$ cat config.mk
export PLATFORM = sky130hd
export DESIGN_NAME = srwr_ctrl
export DESIGN_NICKNAME = d
export VERILOG_FILES = /design/src/hdl/srwr_pkg.sv /design/src/hdl/srwr_ctrl.sv
export SDC_FILE = /design/constraint.sdc
export NUM_CORES = 1
export LEC_CHECK = 0
export ABC_AREA = 1
export BUFFER_PORTS_ARGS = -buffer_cell sky130_fd_sc_hd__buf_2
export CORE_MARGIN = 3
export CORE_UTILIZATION = 40
export DETAILED_ROUTE_END_ITERATION = 16
export GPL_ROUTABILITY_DRIVEN = 0
export GPL_TIMING_DRIVEN = 1
export SLEW_MARGIN = 30
export SYNTH_ARGS = -nofsm -noshare
export SYNTH_HDL_FRONTEND = slang
export SYNTH_SLANG_ARGS = --single-unit
$ cat constraint.sdc
create_clock -name clk -period 2.2 [get_ports clk]
set_input_delay 0.11 -clock clk [delete_from_list [all_inputs] [get_ports clk]]
set_output_delay 0.11 -clock clk [all_outputs]
set_load 0.02 [all_outputs]
$ cat src/hdl/srwr_pkg.sv
// Shared types and constants for the receive window resolver.
package srwr_pkg;

    // Operation codes carried by an input item
    typedef enum logic [2:0] {
        OP_ADD    = 3'd0,
        OP_WRITE  = 3'd1,
        OP_READ   = 3'd2,
        OP_MARK   = 3'd3,
        OP_EVAL   = 3'd4,
        OP_REPL   = 3'd5,
        OP_SHIFT  = 3'd6,
        OP_CLEAR  = 3'd7
    } op_t;

    // Result status codes
    typedef enum logic [2:0] {
        ST_OK        = 3'd0,
        ST_OLD       = 3'd1,
        ST_BAD_INDEX = 3'd2,
        ST_FULL      = 3'd3,
        ST_BACK      = 3'd4
    } st_t;

    // Configuration register indexes
    localparam logic [0:0] CFG_WINDOW_LENGTH  = 1'b0;
    localparam logic [0:0] CFG_SINR_THRESHOLD = 1'b1;

    localparam logic [31:0] WLEN_RESET = 32'd1000;
    localparam logic [15:0] THR_RESET  = 16'd256;

    // Evaluate emits at most this many hits
    localparam int MAX_RESULTS = 32;
    localparam int HIT_W       = 6;

    // Divider: 64-bit dividend by 32-bit divisor, one quotient bit a cycle
    localparam int DIV_STEPS = 64;
    localparam int DIV_CNT_W = 7;

    // Overlap fraction of a fully covering partner (1.0 in Q48.16)
    localparam logic [63:0] FRAC_ONE = 64'h0000_0000_0001_0000;
    // One in the Q.24 interference scale
    localparam logic [63:0] INTERF_ONE = 64'h0000_0000_0100_0000;

    // One stored packet
    typedef struct packed {
        logic [31:0] t_start;
        logic [31:0] t_stop;
        logic [15:0] snr;
        logic [15:0] host;
        logic [15:0] packet;
    } entry_t;

    // How a partner entry bears on the entry under test
    typedef enum logic [1:0] {
        PR_SKIP = 2'd0,
        PR_FULL = 2'd1,
        PR_PART = 2'd2
    } pair_t;

    // Multiplier operand source
    typedef enum logic [1:0] {
        MS_FULL = 2'd0,
        MS_QUO  = 2'd1,
        MS_RHS  = 2'd2
    } msrc_t;

    // Commands from the controller to the datapath
    typedef struct packed {
        logic       load;
        logic       rd_a;
        logic       rd_b;
        logic       wr_item;
        logic       wr_copy;
        logic       done_set;
        logic       occ_inc;
        logic       trim;
        logic       clear_all;
        logic       left_load;
        logic       interf_clr;
        logic       interf_add;
        logic       div_start;
        logic       mul_go;
        msrc_t      mul_src;
        logic       emit;
        st_t        status;
        logic       show_entry;
        logic       found;
        logic       last;
        logic [4:0] res_index;
    } cmd_t;

    // Status from the datapath to the controller
    typedef struct packed {
        op_t   op;
        logic  old_pkt;
        logic  idx_ok;
        logic  full;
        logic  back;
        logic  skip_i;
        logic  done_a;
        pair_t pair;
        logic  div_done;
        logic  mul_done;
        logic  hit;
        logic  match;
        logic  keep;
        logic  out_free;
    } stat_t;

endpackage

$ cat src/hdl/srwr_ctrl.sv
// Controller: sequences each operation over the datapath.
module srwr_ctrl
#(
    parameter  int WINDOW_DEPTH = 32,
    localparam int AW = $clog2(WINDOW_DEPTH),
    localparam int CW = $clog2(WINDOW_DEPTH + 1)
)
(
    input  logic            clk,
    input  logic            rst_n,
    input  logic            in_valid,
    output logic            in_stall,
    input  srwr_pkg::stat_t stat,
    input  logic [CW-1:0]   occ,
    input  logic [AW-1:0]   item_addr,
    output srwr_pkg::cmd_t  cmd,
    output logic [AW-1:0]   addr_a,
    output logic [AW-1:0]   addr_b,
    output logic [AW-1:0]   addr_w,
    output logic [CW-1:0]   fill
);
    import srwr_pkg::*;

    typedef enum logic [19:0] {
        S_IDLE    = 20'h00001,
        S_DECODE  = 20'h00002,
        S_EMIT    = 20'h00004,
        S_RD_WAIT = 20'h00008,
        S_EV_I    = 20'h00010,
        S_EV_ILD  = 20'h00020,
        S_EV_J    = 20'h00040,
        S_EV_JLD  = 20'h00080,
        S_EV_DIV  = 20'h00100,
        S_EV_MUL  = 20'h00200,
        S_EV_RHS  = 20'h00400,
        S_EV_HIT  = 20'h00800,
        S_EV_END  = 20'h01000,
        S_RP_I    = 20'h02000,
        S_RP_CHK  = 20'h04000,
        S_RP_J    = 20'h08000,
        S_RP_JLD  = 20'h10000,
        S_SH_RD   = 20'h20000,
        S_SH_WR   = 20'h40000,
        S_SH_FIN  = 20'h80000
    } state_t;

    state_t           state_reg;
    state_t           state_next;
    logic [CW-1:0]    i_reg;
    logic [CW-1:0]    i_next;
    logic [CW-1:0]    j_reg;
    logic [CW-1:0]    j_next;
    logic [CW-1:0]    n_reg;
    logic [CW-1:0]    n_next;
    logic             pend_reg;
    logic             pend_next;
    logic [4:0]       pidx_reg;
    logic [4:0]       pidx_next;
    logic [HIT_W-1:0] hits_reg;
    logic [HIT_W-1:0] hits_next;
    st_t              st_reg;
    st_t              st_next;

    assign in_stall = state_reg != S_IDLE;
    assign fill     = n_reg;
    assign addr_b   = AW'(j_reg);

    // Table addresses
    always_comb
    begin
        unique case (state_reg)
            S_DECODE: addr_a = item_addr;
            S_SH_RD:  addr_a = AW'(j_reg);
            default:  addr_a = AW'(i_reg);
        endcase
        unique case (state_reg)
            S_DECODE: addr_w = (stat.op == OP_ADD) ? AW'(occ) : item_addr;
            S_RP_JLD: addr_w = AW'(j_reg);
            default:  addr_w = AW'(n_reg);
        endcase
    end

    // Next state and commands
    always_comb
    begin
        state_next = state_reg;
        i_next     = i_reg;
        j_next     = j_reg;
        n_next     = n_reg;
        pend_next  = pend_reg;
        pidx_next  = pidx_reg;
        hits_next  = hits_reg;
        st_next    = st_reg;
        cmd        = '0;
        cmd.status = ST_OK;

        unique case (state_reg)
            S_IDLE:
            begin
                if (in_valid)
                begin
                    cmd.load   = 1'b1;
                    state_next = S_DECODE;
                end
            end

            S_DECODE:
            begin
                st_next    = ST_OK;
                state_next = S_EMIT;
                unique case (stat.op)
                    OP_ADD:
                    begin
                        if (stat.old_pkt)
                        begin
                            st_next = ST_OLD;
                        end
                        else if (stat.full)
                        begin
                            st_next = ST_FULL;
                        end
                        else
                        begin
                            cmd.wr_item = 1'b1;
                            cmd.occ_inc = 1'b1;
                        end
                    end
                    OP_WRITE:
                    begin
                        if (stat.old_pkt)
                        begin
                            st_next = ST_OLD;
                        end
                        else if (!stat.idx_ok)
                        begin
                            st_next = ST_BAD_INDEX;
                        end
                        else
                        begin
                            cmd.wr_item = 1'b1;
                        end
                    end
                    OP_READ:
                    begin
                        if (!stat.idx_ok)
                        begin
                            st_next = ST_BAD_INDEX;
                        end
                        else
                        begin
                            cmd.rd_a   = 1'b1;
                            state_next = S_RD_WAIT;
                        end
                    end
                    OP_MARK:
                    begin
                        if (!stat.idx_ok)
                        begin
                            st_next = ST_BAD_INDEX;
                        end
                        else
                        begin
                            cmd.done_set = 1'b1;
                        end
                    end
                    OP_EVAL:
                    begin
                        i_next     = '0;
                        hits_next  = '0;
                        pend_next  = 1'b0;
                        state_next = S_EV_I;
                    end
                    OP_REPL:
                    begin
                        i_next     = '0;
                        state_next = S_RP_I;
                    end
                    OP_SHIFT:
                    begin
                        if (stat.back)
                        begin
                            st_next = ST_BACK;
                        end
                        else
                        begin
                            cmd.left_load = 1'b1;
                            j_next        = '0;
                            n_next        = '0;
                            state_next    = S_SH_RD;
                        end
                    end
                    OP_CLEAR:
                    begin
                        cmd.clear_all = 1'b1;
                    end
                    default:
                    begin
                        st_next = ST_OK;
                    end
                endcase
            end

            S_EMIT:
            begin
                if (stat.out_free)
                begin
                    cmd.emit   = 1'b1;
                    cmd.status = st_reg;
                    cmd.last   = 1'b1;
                    state_next = S_IDLE;
                end
            end

            S_RD_WAIT:
            begin
                if (stat.out_free)
                begin
                    cmd.emit       = 1'b1;
                    cmd.show_entry = 1'b1;
                    cmd.last       = 1'b1;
                    state_next     = S_IDLE;
                end
            end

            // Evaluate: outer loop over candidate entries
            S_EV_I:
            begin
                if (i_reg == occ)
                begin
                    state_next = S_EV_END;
                end
                else
                begin
                    cmd.rd_a   = 1'b1;
                    state_next = S_EV_ILD;
                end
            end

            S_EV_ILD:
            begin
                if (stat.skip_i)
                begin
                    i_next     = i_reg + 1'b1;
                    state_next = S_EV_I;
                end
                else
                begin
                    cmd.interf_clr = 1'b1;
                    j_next         = '0;
                    state_next     = S_EV_J;
                end
            end

            // Inner loop over partners
            S_EV_J:
            begin
                if (j_reg == occ)
                begin
                    cmd.mul_go  = 1'b1;
                    cmd.mul_src = MS_RHS;
                    state_next  = S_EV_RHS;
                end
                else if (j_reg == i_reg)
                begin
                    j_next = j_reg + 1'b1;
                end
                else
                begin
                    cmd.rd_b   = 1'b1;
                    state_next = S_EV_JLD;
                end
            end

            S_EV_JLD:
            begin
                unique case (stat.pair)
                    PR_FULL:
                    begin
                        cmd.mul_go  = 1'b1;
                        cmd.mul_src = MS_FULL;
                        state_next  = S_EV_MUL;
                    end
                    PR_PART:
                    begin
                        cmd.div_start = 1'b1;
                        state_next    = S_EV_DIV;
                    end
                    default:
                    begin
                        j_next     = j_reg + 1'b1;
                        state_next = S_EV_J;
                    end
                endcase
            end

            S_EV_DIV:
            begin
                if (stat.div_done)
                begin
                    cmd.mul_go  = 1'b1;
                    cmd.mul_src = MS_QUO;
                    state_next  = S_EV_MUL;
                end
            end

            S_EV_MUL:
            begin
                if (stat.mul_done)
                begin
                    cmd.interf_add = 1'b1;
                    j_next         = j_reg + 1'b1;
                    state_next     = S_EV_J;
                end
            end

            S_EV_RHS:
            begin
                if (stat.mul_done)
                begin
                    if (stat.hit)
                    begin
                        state_next = S_EV_HIT;
                    end
                    else
                    begin
                        i_next     = i_reg + 1'b1;
                        state_next = S_EV_I;
                    end
                end
            end

            // Hold the newest hit; release the previous one as not last
            S_EV_HIT:
            begin
                if (!pend_reg || stat.out_free)
                begin
                    if (pend_reg)
                    begin
                        cmd.emit      = 1'b1;
                        cmd.found     = 1'b1;
                        cmd.res_index = pidx_reg;
                    end
                    pend_next = 1'b1;
                    pidx_next = 5'(i_reg);
                    hits_next = hits_reg + 1'b1;
                    i_next    = i_reg + 1'b1;
                    if (hits_next == HIT_W'(MAX_RESULTS))
                    begin
                        state_next = S_EV_END;
                    end
                    else
                    begin
                        state_next = S_EV_I;
                    end
                end
            end

            S_EV_END:
            begin
                if (stat.out_free)
                begin
                    cmd.emit      = 1'b1;
                    cmd.found     = pend_reg;
                    cmd.res_index = pend_reg ? pidx_reg : 5'd0;
                    cmd.last      = 1'b1;
                    state_next    = S_IDLE;
                end
            end

            // Replicas: outer loop over resolved entries
            S_RP_I:
            begin
                if (i_reg == occ)
                begin
                    st_next    = ST_OK;
                    state_next = S_EMIT;
                end
                else
                begin
                    cmd.rd_a   = 1'b1;
                    state_next = S_RP_CHK;
                end
            end

            S_RP_CHK:
            begin
                if (stat.done_a)
                begin
                    j_next     = '0;
                    state_next = S_RP_J;
                end
                else
                begin
                    i_next     = i_reg + 1'b1;
                    state_next = S_RP_I;
                end
            end

            S_RP_J:
            begin
                if (j_reg == occ)
                begin
                    i_next     = i_reg + 1'b1;
                    state_next = S_RP_I;
                end
                else
                begin
                    cmd.rd_b   = 1'b1;
                    state_next = S_RP_JLD;
                end
            end

            S_RP_JLD:
            begin
                cmd.done_set = stat.match;
                j_next       = j_reg + 1'b1;
                state_next   = S_RP_J;
            end

            // Shift: compact surviving entries in order
            S_SH_RD:
            begin
                if (j_reg == occ)
                begin
                    state_next = S_SH_FIN;
                end
                else
                begin
                    cmd.rd_a   = 1'b1;
                    state_next = S_SH_WR;
                end
            end

            S_SH_WR:
            begin
                if (stat.keep)
                begin
                    cmd.wr_copy = 1'b1;
                    n_next      = n_reg + 1'b1;
                end
                j_next     = j_reg + 1'b1;
                state_next = S_SH_RD;
            end

            S_SH_FIN:
            begin
                cmd.trim   = 1'b1;
                st_next    = ST_OK;
                state_next = S_EMIT;
            end

            default:
            begin
                state_next = S_IDLE;
            end
        endcase
    end

    // Controller registers
    always_ff @(posedge clk or negedge rst_n)
    begin
        if (!rst_n)
        begin
            state_reg <= S_IDLE;
            i_reg     <= '0;
            j_reg     <= '0;
            n_reg     <= '0;
            pend_reg  <= 1'b0;
            pidx_reg  <= '0;
            hits_reg  <= '0;
            st_reg    <= ST_OK;
        end
        else
        begin
            state_reg <= state_next;
            i_reg     <= i_next;
            j_reg     <= j_next;
            n_reg     <= n_next;
            pend_reg  <= pend_next;
            pidx_reg  <= pidx_next;
            hits_reg  <= hits_next;
            st_reg    <= st_next;
        end
    end

endmodule

; Yosys cells after proc, flatten, opt, wreduce, memory -nomap -nowiden
; Index checks and enable logic that the tools add are counted.
[op_classes]
n_shift = 0
div_mod_pow = 0
n_reduce_logical = 23
n_addsub = 4
n_lt_le_gt_ge = 0
mul = 0
n_bitwise = 0
mux = 106
eq_ne = 56
[ops]
columns = cell, count
row1 = $pmux 20 s18, 1
row2 = $mux 20, 9
row3 = $mux 6, 18
row4 = $pmux 18 s4, 1
row5 = $pmux 6 s7, 1
row6 = $ne 2x2->1 const B, 18
row7 = $pmux 6 s6, 1
row8 = $mux 1, 33
row9 = $pmux 5 s2, 3
row10 = $mux 13, 2
row11 = $add 6x1->6 const B, 4
row12 = $pmux 6 s2, 2
row13 = $mux 3, 7
row14 = $eq 20x1->1 const B, 1
row15 = $eq 20x10->1 const B, 1
row16 = $eq 20x11->1 const B, 1
row17 = $eq 20x12->1 const B, 1
row18 = $eq 20x13->1 const B, 1
row19 = $eq 20x14->1 const B, 1
row20 = $eq 20x15->1 const B, 1
row21 = $eq 20x16->1 const B, 1
row22 = $eq 20x17->1 const B, 1
row23 = $eq 20x18->1 const B, 1
row24 = $eq 20x19->1 const B, 1
row25 = 48 further kinds, 78
[totals]
latchBits = 0
ramBits = 0
register_bits = 53
romBits = 0
word_cells = 197
inputBits = 31
output_inout_bits = 50
mem_count = 0

; Longest topological paths before layout
; Gate-level depths: netlist of the first run.
[logic_depth]
depth_word = 5
depth_mapped = 13
ltp_nobuf = 12

; Worst setup path after synthesis of the first run
; No wires, ideal clock.
[synth_timing]
kind = reg-to-output
from = reg state_reg[12]
to = out cmd[0] (netlist name)
setup_slack_ns = 0.208
path_buffers = 1
required_ns = 2.090
arrival_ns = 1.882
path_stages_with_launch = 11
cell_sequence = dfrtp_1 > nor2_4 > nand2_8 > nor2_4 > buf_6 > nand3_4 > inv_2 > nand2_2 > o21ai_1 > inv_2 > nor3b_1
[synth_rtl]
columns = item, line_no
row1 = from (decl), srwr_ctrl.sv:47  ; state_t state_reg;
row2 = from (signal assigned), srwr_ctrl.sv:475  ; state_reg <= state_next;
row3 = to (decl), srwr_ctrl.sv:16  ; output srwr_pkg::cmd_t cmd,

; Worst setup path in the final report of the first run
[layout_timing]
from = reg state_reg[4]
to = out addr_a[1]
[layout_via]
elab_chain_len = 2
[layout_rtl]
columns = item, line_no
row1 = $eq 20x18->1 / $eq 20x2->1 (equally long branches), srwr_ctrl.sv:71  ; unique case (state_reg)
row2 = $pmux 5 s2 (*), srwr_ctrl.sv:71
row3 = to (decl), srwr_ctrl.sv:17  ; output logic [AW-1:0] addr_a,
; Mark *: on every way between the ends. The rest lies on a longest branch, timed or not.

==> results by group, run 1 <==
Outcome
  • Outcome: finished with violations
  • Failing checks: setup timing

Layout
  • Fill cells: 988
  • Layout cell share with drive strength beyond 1: 32.6%
  • Area Growth Syn to Fin: 31.5%
  • Final core utilization: a little over half
  • Largest register FFs: 20
  • NumNets Final: 806
  • Ant. Diodes: 0

Yosys
  • Top post-synthesis cells by area: dfrtp_1 30%, nand2_1 14%, inv_1 7.2%, nor2_1 6.8%, nand3_1 5.9%
  • Post-synth EDFFs: 0
  • Mapped Cells: 643
  • Mean Syn Cell Area: 6.83 um^2
  • Top FF cell, synth: dfrtp_1
  • Unique masters post-synth: 43
  • Synthesized area: 4390 um^2
  • Synthesis-stage register bit count: 53
  • Cell taking the most area after synthesis: dfrtp_1
  • Yosys top cell area share: 29.6%
  • Syn nets: 681
  • Post-synth top cells: 159 x nand2_1, 84 x inv_1, 79 x nor2_1
  • Most frequent cell after synthesis: nand2_1
  • Sequential area share after synthesis: 30.2%
  • Synth warn: 0
  • Ys async rst share: 100%

Power and ir drop
  • Leak: 0.00308 uW
  • Sw Share: between 40% and 50%
  • Pint: between 1500 and 2000 uW
  • Clock Power Share: 17.7%
  • Sequential power share: between 30% and 40%
  • Comb power frac: 51.2%
  • Net Sw Power: roughly 1600 uW
  • VDD IR max: between 0.2 and 0.3 mV
  • PD cells: 612 nW/um^2

Timing
  • Relative slew slack: 64.2%
  • RSZ-0062 raised after global routing: yes
  • Final setup viols: 5
  • Final hold violation count: 0
  • FMAX: 451 MHz
  • WHS: about 0.036 ns
  • Worst Skew: approximately 0.014 ns
  • Fin crit share: 101%
  • Slew of the pin with the lowest slew margin: 0.535 ns
  • Worst setup margin: -0.0195 ns
  • Final Max Slew Viols: 0
  • Crit path time final: 2.22 ns

Place
  • PortBufs: 80
  • DP Wirelength: 10.9 mm

Global routing
  • Grt ovf: 0
  • First-pass GRT wire length: ~23 mm
  • Vias in the first global route: 4408
  • Gr usage total: between 20% and 30%
  • Initial antenna violation count: 0
  • Pin count of the biggest net entering global routing: 54

Drt
  • DRC: 0
  • Vias per cell: 5.31
  • TritonRoute pass-1 iters: 7
  • WL final: 14.4 mm
  • DR iter-0 viols: 443
  • Vias: 4808
  • Antenna violation net count after detailed routing: 0
  • Wire per inst: 15.9 um

Critical path
  • CP arrival: between 2 and 2.5 ns
  • CP Class: reg2out
  • Startpoint type of the worst setup path: flip-flop
  • CP Max Fanout: 8
  • Critical Path RT: ~2.1 ns
  • Critical-path cell list: nor2_2, nand2_2, nor2_4, buf_6, nand3_4, nand2_8, o221ai_2, buf_4
  • CP max stage delay: 0.42 ns
  • Critical Path Slowest Stage Cell: dfrtp_1
  • Worst Setup End Kind: output pin
  • FF-to-FF setup slack: around 0.10 ns
  • Worst Reg-to-Reg Cells: 12

Clocking
  • Clock Latency Late Sink: 0.34 ns
  • H-tree levels: 2
  • CTS root buffer: clkbuf_8
  • CTS tree: built
  • Sink Count: 53
  • Clock slew at reported path FFs: 0.11 ns
  • CTS Buf Count: 5
  • Clock Path Buffers: 2

Floorplanning
  • Die area: 12300 um^2
  • Die H: 111 um
  • I/O pins: 81
  • Starting Density: 41.8%
  • Die boundary width: 111 um
  • Core ar.: 10500 um^2
  • # rows: 37

Job
  • # Max-Cap Violations: 0

Hold path
  • Worst Hold Depth: 3
  • Worst Hold Class: in2reg
==> placed cells by master, fill, tap and decap left out, drive strengths merged <==
master and count:
nor3 13, o21ai 38, nand2 174, or2 1, clkbuf 5, dlygate4sd3 1, nand3 59, o211ai 1
a31o 1, o41ai 1, o221ai 12, a22o 1, nor4 3, dfstp 1, nor3b 7, o311ai 1
xnor2 5, o31ai 1, buf 132, nand4 15, a31oi 3, dfrtp 52, nand3b 8, ha 7
inv 103, a21oi 3, nor2 103, clkinvlp 1, xor2 17
==> what timing repair did <==
action | CTS | global route
endpoints found under the setup margin | 25 | 31
pin swaps | 8 | 15
setup buffers | 16 | 16
hold buffers | 1 | 0
resized for setup | 12 | 82
endpoints found under the hold margin | 52 | 0
==> worst max-delay path, delay by kind of cell, from the launching register on <==
family / cells / cell delay, ns
simple gates: 5 / 0.92
flops: 1 / 0.42
compound gates: 1 / 0.11
buf+inv: 2 / 0.31
==> logic make-up after synthesis <==
family                   Yosys count  share of synthesized area [%]
AO/OA/AOI/OAI                     62                           8.72
buffers and inverters            116                           11.0
AND/OR/NAND/NOR                  383                           43.7
flip-flops                        53                           30.2
adder cells (fa/ha/maj)            7                           2.00
XOR/XNOR                          22                           4.39
==> area by class of cell <==
type | count | area, um^2 | area share, %
multi-input cells | 474 | 2860 | 49.6
flip-flops and latches | 53 | 1330 | 23.1
repair buffers | 133 | 923 | 16.0
inverters | 101 | 389 | 6.74
well taps | 136 | 170 | 2.95
clock buffers | 5 | 68.8 | 1.19
clock inverters | 3 | 25.0 | 0.434
==> power by group through the flow <==
stage          Combinational (uW)  Sequential, uW  Clock (uW)
4_1_cts                      1570            1100         639
3_3_place_gp                 1360            1110           0
2_1_floorplan                 970            1100           0
6_report                     1810            1100         624
3_5_place_dp                 1370            1110           0
5_1_grt                      1960            1110         680
==> routing by layer <==
| metal | global-route usage (%) | share of wire [%] | up-vias |
|---|---|---|---|
| li1 | - | - | 2315 |
| met2 | 34.5 | 44 | 212 |
| met4 | 6.40 | 2.3 | 0 |
| met5 | 0 | 0 | - |
| met1 | 33.2 | 46 | 2246 |
| met3 | 3.77 | 7.4 | 35 |
==> metrics by stage <==
step           TNS, ns  total power (uW)  setup slack [ns]  instances  instance area, um^2
2_1_floorplan        0              2070             0.208        643                 4390
3_3_place_gp         0              2460             0.144        864                 5020
3_5_place_dp         0              2480             0.113        864                 5020
4_1_cts              0              3300           0.00216        889                 5320
5_1_grt          -1.60              3750            -0.115        905                 5770
6_report       -0.0536              3530           -0.0195        905                 5770
==> final timing paths <==
kind / start / end
hold reg to reg: st_reg[2] / st_reg[2]
hold / removal: stat[8] / state_reg[15]
setup reg to reg: state_reg[4] / i_reg[2]
max in group asynchronous: rst_n / state_reg[0]
min in group asynchronous: rst_n / state_reg[1]
setup / recovery: state_reg[4] / addr_a[1]
(Power assumes the default switching activity.)
==> inputs of run 2 (changes only) <==
- TNS_END_PERCENT: not set -> 20
==> run 2 against run 1 <==
The flow still finishes with violations (setup timing). Global-route usage down 0.057 points. Combinational power rose by 7%. Non-clock buffer count shrank 2. Clock skew decreased by 0.0046 ns. Clock power fell by 2%. Critical path depth is 1 higher. Via count increased by 1.2%. Largest cell class unchanged. Largest power group unchanged. Highest routed layer unchanged.
==> results by group, run 2 (same netlist as run 1, synthesis figures left out) <==
Power and ir drop
  • VDD IR max: 0.302 mV (+4.7%)
  • Leak: 0.00310 uW (+0.80%)
  • Net Sw Power: 1590 uW (+2.2%)
  • Pint: 2050 uW (+4.1%)
  • Clock Power Share: 16.8% (-0.9 points)
  • Sequential power share: 29.9% (-1.2 points)
  • Sw Share: 43.7% (-0.46 points)
  • PD cells: 621 nW/um^2 (+1.6%)
  • Comb power frac: 53.4% (+2.2 points)
  • Tot Pwr: 3640 uW (+3.3%)

Critical path
  • Critical Path RT: 2.09 ns (about the same)
  • Crit-path most repeated cell: buf_4
  • Worst Reg-to-Reg Cells: 13 (+1)
  • Critical Path Slowest Stage Cell: dfrtp_1
  • CP Depth: 9 (+1)
  • FF-to-FF setup slack: 0.04 ns (-0.06 ns)
  • Critical-path cell list: nor2_2, nand2_2, nor2_4, inv_2, nor2_8, nand2_4, buf_4, o221ai_2, buf_4
  • Crit path buffers/inverters: 3 (+1)
  • Worst Setup End Kind: output pin
  • CP Max Fanout: 7 (-1)
  • CP Capture Point: addr_w[0]
  • Startpoint type of the worst setup path: flip-flop
  • CP Class: reg2out
  • Family with the most delay on the worst path: simple AND/OR/NAND/NOR gates
  • Worst setup path startpoint: state_reg[4]
  • R2R Path Start: state_reg[4]
  • CP max stage delay: 0.42 ns (about the same)
  • RR Endpoint: i_reg[2]
  • CP arrival: 2.11 ns (about the same)

Timing
  • Final hold violation count: 0 (unchanged)
  • Worst setup margin: -0.0203 ns (-0.000852 ns)
  • Relative slew slack: 65.8% (+1.6 points)
  • Fin crit share: 101% (about the same)
  • Worst Skew: 0.00970 ns (-0.00464 ns)
  • Final Max Slew Viols: 0 (unchanged)
  • Final setup viols: 2 (-3)
  • Slew of the pin with the lowest slew margin: 0.511 ns (-0.0234 ns)
  • Crit path time final: 2.22 ns (+0.000852 ns)
  • RSZ-0062 raised after global routing: yes
  • FMAX: 450 MHz (about the same)
  • WHS: 0.0491 ns (+0.0133 ns)

Clocking
  • CTS tree: built
  • Clock slew at reported path FFs: 0.11 ns (about the same)
  • CTS Buf Count: 5 (unchanged)
  • Sink Count: 53 (unchanged)
  • CTS root buffer: clkbuf_8
  • Clock Latency Late Sink: 0.32 ns (-0.02 ns)
  • Clock Path Buffers: 2 (unchanged)
  • H-tree levels: 2 (unchanged)

Layout
  • Fill cells: 981 (-0.71%)
  • Layout cell share with drive strength beyond 1: 32.6% (-0.045 points)
  • Largest register FFs: 20 (unchanged)
  • NumNets Final: 804 (-0.25%)
  • Multi-input gate area: 2930 um^2 (+2.4%)
  • Most frequent cells in the layout: 148 x nand2_1, 82 x inv_1, 75 x nor2_1
  • Ant. Diodes: 0 (unchanged)
  • Register area: 1330 um^2 (unchanged)
  • Final core utilization: 55.8% (+0.93 points)
  • Area Growth Syn to Fin: 33.7%
  • Commonest non-fill, non-tap cell in the layout: nand2_1

Floorplanning
  • I/O pins: 81 (unchanged)
  • Die H: 111 um (unchanged)
  • Core ar.: 10500 um^2 (unchanged)
  • Die area: 12300 um^2 (unchanged)
  • Starting Density: 41.8% (unchanged)
  • # rows: 37 (unchanged)
  • Die boundary width: 111 um (unchanged)

Global routing
  • Grt ovf: 0 (unchanged)
  • Initial antenna violation count: 0 (unchanged)
  • First-pass GRT wire length: 22.8 mm (-0.18%)
  • Pin count of the biggest net entering global routing: 54 (unchanged)
  • Gr usage total: 22.7% (-0.057 points)
  • Vias in the first global route: 4406 (-0.045%)

Hold path
  • Worst Hold Class: in2reg
  • Hold_sp: stat[8]

Outcome
  • Failing checks: setup timing
  • Outcome: finished with violations

Drt
  • Vias: 4866 (+1.2%)
  • Vias per cell: 5.39 (+1.4%)
  • Wire per inst: 16.0 um (+0.68%)
  • Antenna violation net count after detailed routing: 0 (unchanged)
  • TritonRoute pass-1 iters: 5 (-2)
  • WL final: 14.4 mm (+0.45%)
  • DR iter-0 viols: 418 (-5.6%)
  • DRC: 0 (unchanged)

Place
  • DP Wirelength: 10.9 mm (unchanged)
  • Worst slack, placed: 0.113 ns (unchanged)
  • PortBufs: 80 (unchanged)

Job
  • # Max-Cap Violations: 0 (unchanged)
run 2: cell count changes in the layout (fill, tap and decap cells not counted), sizes merged:
cell / delta
buf: -3
clkbuf: +1
run 2: metal layers:
| layer | vias up | global-route usage (%) | wire (um) |
|---|---|---|---|
| li1 | 2319 | - | - |
| met4 | 0 | 6.32 | 454 |
| met2 | 244 | 34.4 | 6280 |
| met5 | - | 0 | 0 |
| met3 | 46 | 3.71 | 1100 |
| met1 | 2257 | 33.2 | 6590 |
run 2: timing repair:
item / 4_1_cts / 5_1_grt
pin swaps: 8 / 19
hold buffers: 1 / 0
gates resized for setup: 9 / 96
hold endpoints to repair: 52 / 0
buffers inserted: 14 / 16
setup endpoints to repair: 25 / 31
cloned: 0 / 1
run 2: worst min path at each step:
stage	slack (ns)	cells after the start	end
global placement	0.13	2	state_reg[9]
detailed placement	0.14	2	state_reg[1]
global route	0.06	3	state_reg[15]
floorplan	-0.19	0	fill[0]
finish	0.05	3	state_reg[15]
CTS	0.04	3	state_reg[15]
run 2: through the flow:
step	cell area (um^2)	setup TNS, ns	std cells
after global placement	5020	0	864
after floorplan	4390	0	643
after detailed placement	5020	0	864
final	5870	-0.0268	903
after global routing	5870	-1.42	903
after CTS	5300	-0.0498	887
run 2: area by class of cell:
cell class | count | share of cell area (%)
clock buffers | 5 | 1.17
clock inverters | 3 | 0.426
inverters | 101 | 6.63
multi-input cells | 474 | 49.9
flip-flops and latches | 53 | 22.7
well taps | 136 | 2.90
repair buffers | 131 | 16.2
run 2: worst register-to-register path, stage by stage (launching register included):
cell     delay, ns
dfrtp_1       0.42
nor2_2        0.16
nand2_2       0.13
nor2_4        0.21
buf_6         0.14
buf_4         0.14
buf_4         0.14
nand3_2       0.11
nand2_2       0.10
inv_2         0.03
nand2_1       0.09
nand4_1       0.20
nand2_1       0.13
nand2_1       0.06
run 2: power by group through the flow:
stage,clock network [uW],logic [uW],registers [uW]
5_1_grt,680,2090,1100
4_1_cts,639,1540,1090
2_1_floorplan,0,970,1100
3_5_place_dp,0,1370,1110
6_report,611,1940,1090
3_3_place_gp,0,1360,1110
